`src/hw/rtl/jrd_pkg.sv`:
```
// Shared types, constants and the CRC-32C byte update for the journal record deframer.
`timescale 1ns / 1ps
package jrd_pkg;

	// Widths of the fields and of the internal counters
	localparam int unsigned DATA_W  = 8;
	localparam int unsigned WORD_W  = 32;
	localparam int unsigned SEQ_W   = 64;
	localparam int unsigned LEN_W   = 24;
	localparam int unsigned CFG_W   = 32;
	localparam int unsigned CFG_IDX_W = 1;

	// Configuration register indexes
	localparam logic [CFG_IDX_W-1:0] CFG_RECORD_MAGIC = 1'b0;
	localparam logic [CFG_IDX_W-1:0] CFG_MAX_LENGTH   = 1'b1;

	// Configuration reset values
	localparam logic [WORD_W-1:0] MAGIC_RESET   = 32'h0000_0000;
	localparam logic [LEN_W-1:0]  MAX_LEN_RESET = 24'h10_0000;

	// Header byte positions (count after the byte is taken)
	localparam logic [LEN_W-1:0] HDR_MAGIC_END = 24'd4;
	localparam logic [LEN_W-1:0] HDR_TYPE_END  = 24'd8;
	localparam logic [LEN_W-1:0] HDR_SEQ_END   = 24'd16;
	localparam logic [LEN_W-1:0] HDR_BYTES     = 24'd20;
	localparam logic [LEN_W-1:0] TRL_BYTES     = 24'd4;

	// CRC-32C, reflected
	localparam logic [WORD_W-1:0] CRC_SEED = 32'hFFFF_FFFF;
	localparam logic [WORD_W-1:0] CRC_POLY = 32'h82F6_3B78;

	typedef enum logic [1:0] {
		PH_HEADER  = 2'd0,
		PH_PAYLOAD = 2'd1,
		PH_TRAILER = 2'd2
	} phase_t;

	typedef enum logic [2:0] {
		KIND_PAYLOAD   = 3'd0,
		KIND_GOOD      = 3'd1,
		KIND_BAD_MAGIC = 3'd2,
		KIND_TOO_LONG  = 3'd3,
		KIND_CRC_ERR   = 3'd4,
		KIND_TRUNCATED = 3'd5,
		KIND_BUF_END   = 3'd6
	} kind_t;

	// One input byte with its end-of-buffer mark
	typedef struct packed {
		logic [DATA_W-1:0] data_byte;
		logic              end_of_buffer;
	} item_t;

	// One result
	typedef struct packed {
		kind_t             kind;
		logic [DATA_W-1:0] payload_byte;
		logic [WORD_W-1:0] record_type;
		logic [SEQ_W-1:0]  sequence_number;
		logic [LEN_W-1:0]  record_length;
		logic              buffer_done;
	} result_t;

	// Fold one byte into the running CRC-32C
	function automatic logic [WORD_W-1:0] crc32c_byte(input logic [WORD_W-1:0] crc,
			input logic [DATA_W-1:0] b);
		logic [WORD_W-1:0] c;
		c = crc ^ {{(WORD_W-DATA_W){1'b0}}, b};
		for (int i = 0; i < DATA_W; i++) begin
			c = c[0] ? ((c >> 1) ^ CRC_POLY) : (c >> 1);
		end
		return c;
	endfunction

endpackage

```
`src/hw/rtl/jrd_in_if.sv`:
```
// Byte channel: valid/ready handshake carrying one buffer byte per request.
`timescale 1ns / 1ps
interface jrd_in_if;
	logic       valid;
	logic       ready;
	logic [7:0] data_byte;
	logic       end_of_buffer;

	modport source (output valid, output data_byte, output end_of_buffer, input ready);
	modport sink (input valid, input data_byte, input end_of_buffer, output ready);
endinterface

```
`src/hw/rtl/jrd_out_if.sv`:
```
// Result channel: valid/ready handshake carrying one deframer result per request.
`timescale 1ns / 1ps
interface jrd_out_if;
	logic        valid;
	logic        ready;
	logic [2:0]  kind;
	logic [7:0]  payload_byte;
	logic [31:0] record_type;
	logic [63:0] sequence_number;
	logic [23:0] record_length;
	logic        buffer_done;

	modport source (output valid, output kind, output payload_byte, output record_type,
		output sequence_number, output record_length, output buffer_done, input ready);
	modport sink (input valid, input kind, input payload_byte, input record_type,
		input sequence_number, input record_length, input buffer_done, output ready);
endinterface

```
`src/hw/rtl/jrd_in_stage.sv`:
```
// Input register: captures one byte request and holds it until the parser advances.
`timescale 1ns / 1ps
module jrd_in_stage (
	input  logic            clk,
	input  logic            arst_n,
	jrd_in_if.sink          byte_chan,
	input  logic            advance,
	output logic            valid_s1,
	output jrd_pkg::item_t  item_s1
);

	logic accept;

	// Take a new request when the register is empty or drains this cycle
	assign byte_chan.ready = !valid_s1 || advance;
	assign accept          = byte_chan.valid && byte_chan.ready;

	always_ff @(posedge clk or negedge arst_n) begin
		if (!arst_n) begin
			valid_s1 <= 1'b0;
		end else if (accept) begin
			valid_s1 <= 1'b1;
		end else if (advance) begin
			valid_s1 <= 1'b0;
		end
	end

	// Hold the payload while stalled
	always_ff @(posedge clk) begin
		if (accept) begin
			item_s1.data_byte     <= byte_chan.data_byte;
			item_s1.end_of_buffer <= byte_chan.end_of_buffer;
		end
	end

endmodule

```
`src/hw/rtl/jrd_parser.sv`:
```
// Record parser: header, payload and trailer tracking with the running CRC-32C.
`timescale 1ns / 1ps
module jrd_parser (
	input  logic                          clk,
	input  logic                          arst_n,
	input  logic                          advance,
	input  jrd_pkg::item_t                item_s1,
	input  logic [jrd_pkg::WORD_W-1:0]    record_magic,
	input  logic [jrd_pkg::LEN_W-1:0]     max_payload_length,
	output logic                          have,
	output jrd_pkg::result_t              res
);

	jrd_pkg::phase_t               phase_q, phase_d;
	logic [jrd_pkg::LEN_W-1:0]     cnt_q, cnt_d, cnt_inc;
	logic [jrd_pkg::SEQ_W-1:0]     hdr_q, hdr_d;
	logic [jrd_pkg::WORD_W-1:0]    type_q, type_d;
	logic [jrd_pkg::LEN_W-1:0]     len_q, len_d;
	logic [jrd_pkg::WORD_W-1:0]    crc_q, crc_d, crc_upd;
	logic [jrd_pkg::WORD_W-1:0]    trl_q, trl_d;
	logic                          stop_q, stop_d;
	logic [jrd_pkg::WORD_W-1:0]    trl_word, hdr_word;
	logic [jrd_pkg::DATA_W-1:0]    b;

	assign b        = item_s1.data_byte;
	assign cnt_inc  = cnt_q + jrd_pkg::LEN_W'(1);
	assign trl_word = {trl_q[jrd_pkg::WORD_W-jrd_pkg::DATA_W-1:0], b};
	assign hdr_word = {hdr_q[jrd_pkg::WORD_W-jrd_pkg::DATA_W-1:0], b};
	assign crc_upd  = jrd_pkg::crc32c_byte(crc_q, b);

	// Next state and result for the byte in the input register
	always_comb begin
		phase_d = phase_q;
		cnt_d   = cnt_q;
		hdr_d   = hdr_q;
		type_d  = type_q;
		len_d   = len_q;
		crc_d   = crc_q;
		trl_d   = trl_q;
		stop_d  = stop_q;
		have    = 1'b0;
		res     = '0;
		res.kind = jrd_pkg::KIND_PAYLOAD;

		if (!stop_q) begin
			case (phase_q)
				jrd_pkg::PH_HEADER: begin
					crc_d = crc_upd;
					cnt_d = cnt_inc;
					if (cnt_inc <= jrd_pkg::HDR_SEQ_END) begin
						hdr_d = {hdr_q[jrd_pkg::SEQ_W-jrd_pkg::DATA_W-1:0], b};
					end else begin
						trl_d = trl_word;
					end
					if (cnt_inc == jrd_pkg::HDR_MAGIC_END) begin
						// check magic as soon as it is complete
						if (hdr_word != record_magic) begin
							have     = 1'b1;
							res.kind = jrd_pkg::KIND_BAD_MAGIC;
							stop_d   = 1'b1;
						end
					end else if (cnt_inc == jrd_pkg::HDR_TYPE_END) begin
						type_d = hdr_word;
					end else if (cnt_inc == jrd_pkg::HDR_BYTES) begin
						// full 32-bit length against the limit
						if (trl_word > {{(jrd_pkg::WORD_W-jrd_pkg::LEN_W){1'b0}},
								max_payload_length}) begin
							have     = 1'b1;
							res.kind = jrd_pkg::KIND_TOO_LONG;
							stop_d   = 1'b1;
						end else begin
							len_d   = trl_word[jrd_pkg::LEN_W-1:0];
							trl_d   = '0;
							cnt_d   = '0;
							phase_d = (trl_word[jrd_pkg::LEN_W-1:0] != '0) ?
								jrd_pkg::PH_PAYLOAD : jrd_pkg::PH_TRAILER;
						end
					end
				end
				jrd_pkg::PH_PAYLOAD: begin
					crc_d            = crc_upd;
					have             = 1'b1;
					res.kind         = jrd_pkg::KIND_PAYLOAD;
					res.payload_byte = b;
					cnt_d            = cnt_inc;
					if (cnt_inc >= len_q) begin
						cnt_d   = '0;
						phase_d = jrd_pkg::PH_TRAILER;
					end
				end
				default: begin
					trl_d = trl_word;
					cnt_d = cnt_inc;
					if (cnt_inc >= jrd_pkg::TRL_BYTES) begin
						have = 1'b1;
						if (~crc_q == trl_word) begin
							res.kind            = jrd_pkg::KIND_GOOD;
							res.record_type     = type_q;
							res.sequence_number = hdr_q;
							res.record_length   = len_q;
							phase_d = jrd_pkg::PH_HEADER;
							cnt_d   = '0;
							hdr_d   = '0;
							trl_d   = '0;
							crc_d   = jrd_pkg::CRC_SEED;
						end else begin
							res.kind = jrd_pkg::KIND_CRC_ERR;
							stop_d   = 1'b1;
						end
					end
				end
			endcase
		end

		// Last byte: report truncation or buffer end, then start fresh
		if (item_s1.end_of_buffer) begin
			if (!stop_d && (phase_d != jrd_pkg::PH_HEADER || cnt_d != '0)) begin
				res      = '0;
				res.kind = jrd_pkg::KIND_TRUNCATED;
				have     = 1'b1;
			end else if (!have) begin
				res      = '0;
				res.kind = jrd_pkg::KIND_BUF_END;
				have     = 1'b1;
			end
			res.buffer_done = 1'b1;
			phase_d = jrd_pkg::PH_HEADER;
			cnt_d   = '0;
			hdr_d   = '0;
			type_d  = '0;
			len_d   = '0;
			crc_d   = jrd_pkg::CRC_SEED;
			trl_d   = '0;
			stop_d  = 1'b0;
		end
	end

	// Advance parser state once per byte
	always_ff @(posedge clk or negedge arst_n) begin
		if (!arst_n) begin
			phase_q <= jrd_pkg::PH_HEADER;
			cnt_q   <= '0;
			hdr_q   <= '0;
			type_q  <= '0;
			len_q   <= '0;
			crc_q   <= jrd_pkg::CRC_SEED;
			trl_q   <= '0;
			stop_q  <= 1'b0;
		end else if (advance) begin
			phase_q <= phase_d;
			cnt_q   <= cnt_d;
			hdr_q   <= hdr_d;
			type_q  <= type_d;
			len_q   <= len_d;
			crc_q   <= crc_d;
			trl_q   <= trl_d;
			stop_q  <= stop_d;
		end
	end

endmodule

```
`src/hw/rtl/jrd_out_stage.sv`:
```
// Result register: holds one result request until the consumer takes it.
`timescale 1ns / 1ps
module jrd_out_stage (
	input  logic             clk,
	input  logic             arst_n,
	input  logic             load,
	input  logic             have,
	input  jrd_pkg::result_t res,
	output logic             free,
	jrd_out_if.source        result_chan
);

	logic             valid_q;
	jrd_pkg::result_t res_q;

	// Free when empty or being taken this cycle
	assign free = !valid_q || result_chan.ready;

	always_ff @(posedge clk or negedge arst_n) begin
		if (!arst_n) begin
			valid_q <= 1'b0;
		end else if (load) begin
			valid_q <= have;
		end else if (result_chan.ready) begin
			valid_q <= 1'b0;
		end
	end

	always_ff @(posedge clk) begin
		if (load && have) begin
			res_q <= res;
		end
	end

	// Drive the channel
	assign result_chan.valid           = valid_q;
	assign result_chan.kind            = res_q.kind;
	assign result_chan.payload_byte    = res_q.payload_byte;
	assign result_chan.record_type     = res_q.record_type;
	assign result_chan.sequence_number = res_q.sequence_number;
	assign result_chan.record_length   = res_q.record_length;
	assign result_chan.buffer_done     = res_q.buffer_done;

endmodule

```
`src/hw/rtl/journal_record_deframer_unit.sv`:
```
// Top level of the journal record deframer: config registers, input, parser and result stages.
//
//   channel      dir  width  carries
//   byte_chan    in   9      data_byte, end_of_buffer
//   result_chan  out  132    kind, payload_byte, record_type, sequence_number,
//                            record_length, buffer_done
//   cfg_*        in   34     write enable, register index, write data
//
// One byte per cycle sustained while results are taken; a result passes the input
// register, then the result register, and is offered from the latter, limited
// by the byte-wide CRC-32C update between them. Reset clears parser state and
// loads the register defaults. A stalled result holds the input register,
// which still takes one further byte if it is empty.
`timescale 1ns / 1ps
module journal_record_deframer_unit (
	input  logic                             clk,
	input  logic                             arst_n,
	jrd_in_if.sink                           byte_chan,
	jrd_out_if.source                        result_chan,
	input  logic                             cfg_we,
	input  logic [jrd_pkg::CFG_IDX_W-1:0]    cfg_idx,
	input  logic [jrd_pkg::CFG_W-1:0]        cfg_wdata
);

	logic [jrd_pkg::WORD_W-1:0] magic_q;
	logic [jrd_pkg::LEN_W-1:0]  max_len_q;
	logic                       valid_s1;
	jrd_pkg::item_t             item_s1;
	logic                       advance;
	logic                       out_free;
	logic                       have;
	jrd_pkg::result_t           res;

	// Configuration registers
	always_ff @(posedge clk or negedge arst_n) begin
		if (!arst_n) begin
			magic_q   <= jrd_pkg::MAGIC_RESET;
			max_len_q <= jrd_pkg::MAX_LEN_RESET;
		end else if (cfg_we) begin
			case (cfg_idx)
				jrd_pkg::CFG_RECORD_MAGIC: magic_q   <= cfg_wdata[jrd_pkg::WORD_W-1:0];
				jrd_pkg::CFG_MAX_LENGTH:   max_len_q <= cfg_wdata[jrd_pkg::LEN_W-1:0];
				default: ;
			endcase
		end
	end

	// Move the held byte when the result register can take its outcome
	assign advance = valid_s1 && out_free;

	jrd_in_stage u_in (
		.clk       (clk),
		.arst_n    (arst_n),
		.byte_chan (byte_chan),
		.advance   (advance),
		.valid_s1  (valid_s1),
		.item_s1   (item_s1)
	);

	jrd_parser u_parser (
		.clk                (clk),
		.arst_n             (arst_n),
		.advance            (advance),
		.item_s1            (item_s1),
		.record_magic       (magic_q),
		.max_payload_length (max_len_q),
		.have               (have),
		.res                (res)
	);

	jrd_out_stage u_out (
		.clk         (clk),
		.arst_n      (arst_n),
		.load        (advance),
		.have        (have),
		.res         (res),
		.free        (out_free),
		.result_chan (result_chan)
	);

endmodule

```
`src/flat_wrapper.sv`:
```
// flat-port wrapper written by rule: the top's interface ports become plain ports
module journal_record_deframer_unit_flat 
  (clk, arst_n, cfg_we, cfg_idx, cfg_wdata, byte_chan_valid, byte_chan_data_byte, byte_chan_end_of_buffer, byte_chan_ready, result_chan_valid, result_chan_kind, result_chan_payload_byte, result_chan_record_type, result_chan_sequence_number, result_chan_record_length, result_chan_buffer_done, result_chan_ready);
  jrd_in_if byte_chan_i ();
  jrd_out_if result_chan_i ();
  input  logic clk;
  input  logic arst_n;
  input  logic cfg_we;
  input  logic [jrd_pkg::CFG_IDX_W-1:0] cfg_idx;
  input  logic [jrd_pkg::CFG_W-1:0] cfg_wdata;
  input wire logic [$bits(byte_chan_i.valid)-1:0] byte_chan_valid;
  input wire logic [$bits(byte_chan_i.data_byte)-1:0] byte_chan_data_byte;
  input wire logic [$bits(byte_chan_i.end_of_buffer)-1:0] byte_chan_end_of_buffer;
  output wire logic [$bits(byte_chan_i.ready)-1:0] byte_chan_ready;
  output wire logic [$bits(result_chan_i.valid)-1:0] result_chan_valid;
  output wire logic [$bits(result_chan_i.kind)-1:0] result_chan_kind;
  output wire logic [$bits(result_chan_i.payload_byte)-1:0] result_chan_payload_byte;
  output wire logic [$bits(result_chan_i.record_type)-1:0] result_chan_record_type;
  output wire logic [$bits(result_chan_i.sequence_number)-1:0] result_chan_sequence_number;
  output wire logic [$bits(result_chan_i.record_length)-1:0] result_chan_record_length;
  output wire logic [$bits(result_chan_i.buffer_done)-1:0] result_chan_buffer_done;
  input wire logic [$bits(result_chan_i.ready)-1:0] result_chan_ready;
  assign byte_chan_i.valid = byte_chan_valid;
  assign byte_chan_i.data_byte = byte_chan_data_byte;
  assign byte_chan_i.end_of_buffer = byte_chan_end_of_buffer;
  assign byte_chan_ready = byte_chan_i.ready;
  assign result_chan_valid = result_chan_i.valid;
  assign result_chan_kind = result_chan_i.kind;
  assign result_chan_payload_byte = result_chan_i.payload_byte;
  assign result_chan_record_type = result_chan_i.record_type;
  assign result_chan_sequence_number = result_chan_i.sequence_number;
  assign result_chan_record_length = result_chan_i.record_length;
  assign result_chan_buffer_done = result_chan_i.buffer_done;
  assign result_chan_i.ready = result_chan_ready;
  journal_record_deframer_unit u_core (.clk(clk), .arst_n(arst_n), .byte_chan(byte_chan_i), .result_chan(result_chan_i), .cfg_we(cfg_we), .cfg_idx(cfg_idx), .cfg_wdata(cfg_wdata));
endmodule
```
`config.mk`:
```
export PLATFORM = sky130hd
export DESIGN_NAME = journal_record_deframer_unit_flat
export DESIGN_NICKNAME = d
export VERILOG_FILES = /design/src/hw/rtl/jrd_pkg.sv /design/src/hw/rtl/jrd_in_if.sv /design/src/hw/rtl/jrd_out_if.sv /design/src/hw/rtl/jrd_in_stage.sv /design/src/hw/rtl/jrd_parser.sv /design/src/hw/rtl/jrd_out_stage.sv /design/src/hw/rtl/journal_record_deframer_unit.sv /design/src/flat_wrapper.sv
export SDC_FILE = /design/constraint.sdc
export NUM_CORES = 1
export LEC_CHECK = 0
export BUFFER_PORTS_ARGS = -buffer_cell sky130_fd_sc_hd__buf_2
export CAP_MARGIN = 0
export CORE_MARGIN = 4
export CORE_UTILIZATION = 45
export DETAILED_ROUTE_END_ITERATION = 7
export PLACE_DENSITY = 0.74
export REMOVE_ABC_BUFFERS = 1
export SETUP_SLACK_MARGIN = 0.2
export SKIP_LAST_GASP = 1
export SYNTH_ARGS = -nofsm -noshare
export SYNTH_HDL_FRONTEND = slang
export SYNTH_SLANG_ARGS = --single-unit
```
`constraint.sdc`:
```
create_clock -name clk -period 8.4 [get_ports clk]
set_input_delay 1.68 -clock clk [delete_from_list [all_inputs] [get_ports clk]]
set_output_delay 1.68 -clock clk [all_outputs]
set_load 0.02 [all_outputs]
```
==> results.md <==
* Post-synth EDFFs at 141
* Delay-heaviest family, CP: simple AND/OR/NAND/NOR gates
* Final non-filler cell total at 2529
* Worst-path fanout max at 72
* Post-DP Area at 0.0209 sq mm
* Max Clock Skew at 0.0167 ns
* Hold Buf Count CTS at 0
* Worst EP required at 8.60 ns
* CORE AREA at 0.0430 sq mm
* CTS root buf: clkbuf_16
* Worst Path Buf+Inv at 1
* Most Crowded Layer GR: met2
* Layout cells sized above 1 at 21.9%
* Max_slew headroom at 17.9%
* Worst Path Arrival at 5.20 ns
* Hold_ws at 0.471 ns
* Post-CTS Setup Repair Bufs at 0
* DR vias at 13900
* Main synth FF type: dfrtp_1
* Largest net degree at the start of global routing at 157
* Synth Warn # at 0
* Total grt overflow at 0
* Final hold viol count at 0
* Most numerous cell on the critical path: nand3_1
* Pre-CTS setup slack at 3.47 ns
* Total wire length at 51600 microns
* Final Max Slew Viols at 0
* Worst vdd ir at 0.460 mV
* Status: finished, final reports clean
* Iteration-0 DRC Markers at 1164
* Num CTS Buffers at 44
* Fmax achieved at 0.200 GHz
* CTS tree: yes
* Tot GR Track Use at 21.7%
* Initial antenna violation count at 6
* Worst-path clk slew at 0.06 ns
* Post-Syn Area per Cell at 11.0 sq um
* Worst setup SP type: register
* First-pass GRT wire length at 80400 microns
* Vias per cell at 5.51
* Met1 Use GR at 30.4%
* H-Tree Depth at 2
* M2 GR Usage at 33.7%
* Placed cells at 2442
* Port Buffers at 180
* Sequential share of the synthesized area at 55.3%
* Wire per inst at 20.4 microns
* Final setup TNS at 0 ns
* DRT Pass-1 Iters at 5
* Initial Utilization at 45.5%
* TritonCTS Sinks at 402
* Yosys cell types at 70
* Io pins at 181
* Pwr dens at 318 mW/mm^2
* Post-DRT Antenna Nets at 0
* Cell chain of the critical path: ha_1 > nand3_1 > nor4_1 > xnor2_1 > a211oi_1 > nand3_1 > nor4b_1 > nand2b_1 > a21oi_1 > nor2_4 > buf_4
* Clock latency on the worst-skew pair at 0.58 ns
* HPWL Detailed at 36000 microns
* Placer Congestion at 0.906
* Final WS setup at 3.39 ns
* # DRC at 0
* Met3 Use GR at 4.53%
* Synth-to-layout area growth at 14.9%
* Fill cells at 3757
* Synthesized area at 0.0195 sq mm
* Max-cap viol count at 0
* Crit path kind: register to register
* Clock Path Buffers at 3
* Mapped Cells at 1771
* Die Footprint at 0.0468 sq mm
* Worst slew pin tran at 1.23 ns
* RSZ-0062 raised after global routing: false
* Resized Gates After CTS at 0
* Setup Viol. Count Final at 0
* Number of synthesized register bits at 402
* Die Ht at 216 microns
* Crit. End Element: register
* LEAKAGE at 9.58 nW
* FP Rows at 76
* Vias in the first global route at 13800
* Hold Crit Class: register to register
* Final period util at 59.6%
* Critical Path Slowest Stage Cell: buf_4
* Final nets at 1999
* Chip width at 216 microns
* Share of flip-flops with an asynchronous set or reset at 64.9%
* Fin area at 0.0225 sq mm
* Max incr delay on CP at 0.78 ns
* Tmin final at 5.01 ns
[registers in the layout, indices dropped and copies added (netlist names), 32 cells and up]
register and count:
u_core.u_out.result_chan.sequence_number 64, u_core.u_parser.hdr_q 64, u_core.magic_q 32, u_core.u_out.result_chan.record_type 32, u_core.u_parser.type_q 32, u_core.u_parser.crc_q 32
[final timing paths]
kind / startpoint / to / slack, ns / depth (start not counted)
min: u_core.u_parser.hdr_q[60] / u_core.u_parser.hdr_q[60] / 0.47 / 2
max reg2reg: u_core.u_parser.cnt_q[0] / u_core.u_out.result_chan.record_type[7] / 3.39 / 11
max: u_core.u_parser.cnt_q[0] / u_core.u_out.result_chan.record_type[7] / 3.39 / 11
min reg2reg: u_core.u_parser.hdr_q[60] / u_core.u_parser.hdr_q[60] / 0.47 / 2
min in group asynchronous: arst_n / u_core.u_parser.hdr_q[39] / 1.19 / 1
max in group asynchronous: arst_n / u_core.u_parser.hdr_q[15] / 5.84 / 2
[cells in the mapped netlist (17+ instances only)]
master    count  area (sq um)
ha_1         49           613
inv_1        58           218
nand3_1      30           150
nand2_1     204           766
buf_2        27           135
dfrtp_1     228          5710
nor2_1       54           203
nor4_1       30           188
nand4_1      71           444
a22o_1       22           193
o21ai_0     147           736
a21oi_1      43           215
nor3_1       18          90.1
a21bo_2      25           250
and2_1      132           826
a21o_1       17           128
xor2_1       43           377
edfxtp_1    141          4230
xnor2_1     116          1020
clkbuf_1     72           270
dfstp_2      33           867
mux2_2       66           743
[cells in the final DEF (no fill, tap or decap), types with 46 or more instances in the layout]
cell type	n
dfrtp_1	228
o21ai_0	147
nand2_1	204
edfxtp_1	141
ha_1	49
mux2_2	66
buf_2	179
nand4_1	71
inv_1	58
clkbuf_16	46
nor2_1	52
xnor2_1	116
and2_1	132
[worst min-delay path, cell delays in order, from the launching register on]
cell and delay (ns):
dfrtp_1 0.33, nand2_1 0.04, o21ai_0 0.06
[power breakdown]
part / switching (mW) / internal [mW] / total (mW)
sequential: 0.326 / 2.37 / 2.70
combinational: 1.37 / 1.07 / 2.44
clock: 0.820 / 1.18 / 2.00
[final cells by class]
class / count / area, sq um / share of cell area, %
multi-input combinational: 1199 / 8100 / 36.1
antenna: 5 / 12.5 / 0.0557
inverter: 59 / 221 / 0.986
timing repair buffer: 197 / 1050 / 4.68
sequential: 402 / 10800 / 48.1
tap: 585 / 732 / 3.26
clock inverter: 19 / 239 / 1.06
clock buffer: 63 / 1290 / 5.77
[through the flow]
step | total power, mW | util [%]
floorplan | 4.50 | -
global placement | 5.07 | 48.6
detailed placement | 5.14 | 48.6
CTS | 7.17 | 52.2
global route | 7.55 | 52.2
finish | 7.14 | 52.2
[per-layer routing]
layer / share of wire [%] / vias to the layer above
met5: 0.023 / -
met4: 3.1 / 2
met3: 7.1 / 122
met2: 46 / 498
met1: 44 / 6813
li1: - / 6500
[kinds of logic after synthesis]
kind of cell             share of synthesized area (%)
AND/OR/NAND/NOR                                   15.8
flip-flops                                        55.3
buffers and inverters                             3.59
multiplexers                                      4.37
adder cells (fa/ha/maj)                           3.14
XOR/XNOR                                          7.13
AO/OA/AOI/OAI                                     10.7
Power figures use the tool's default switching activity.
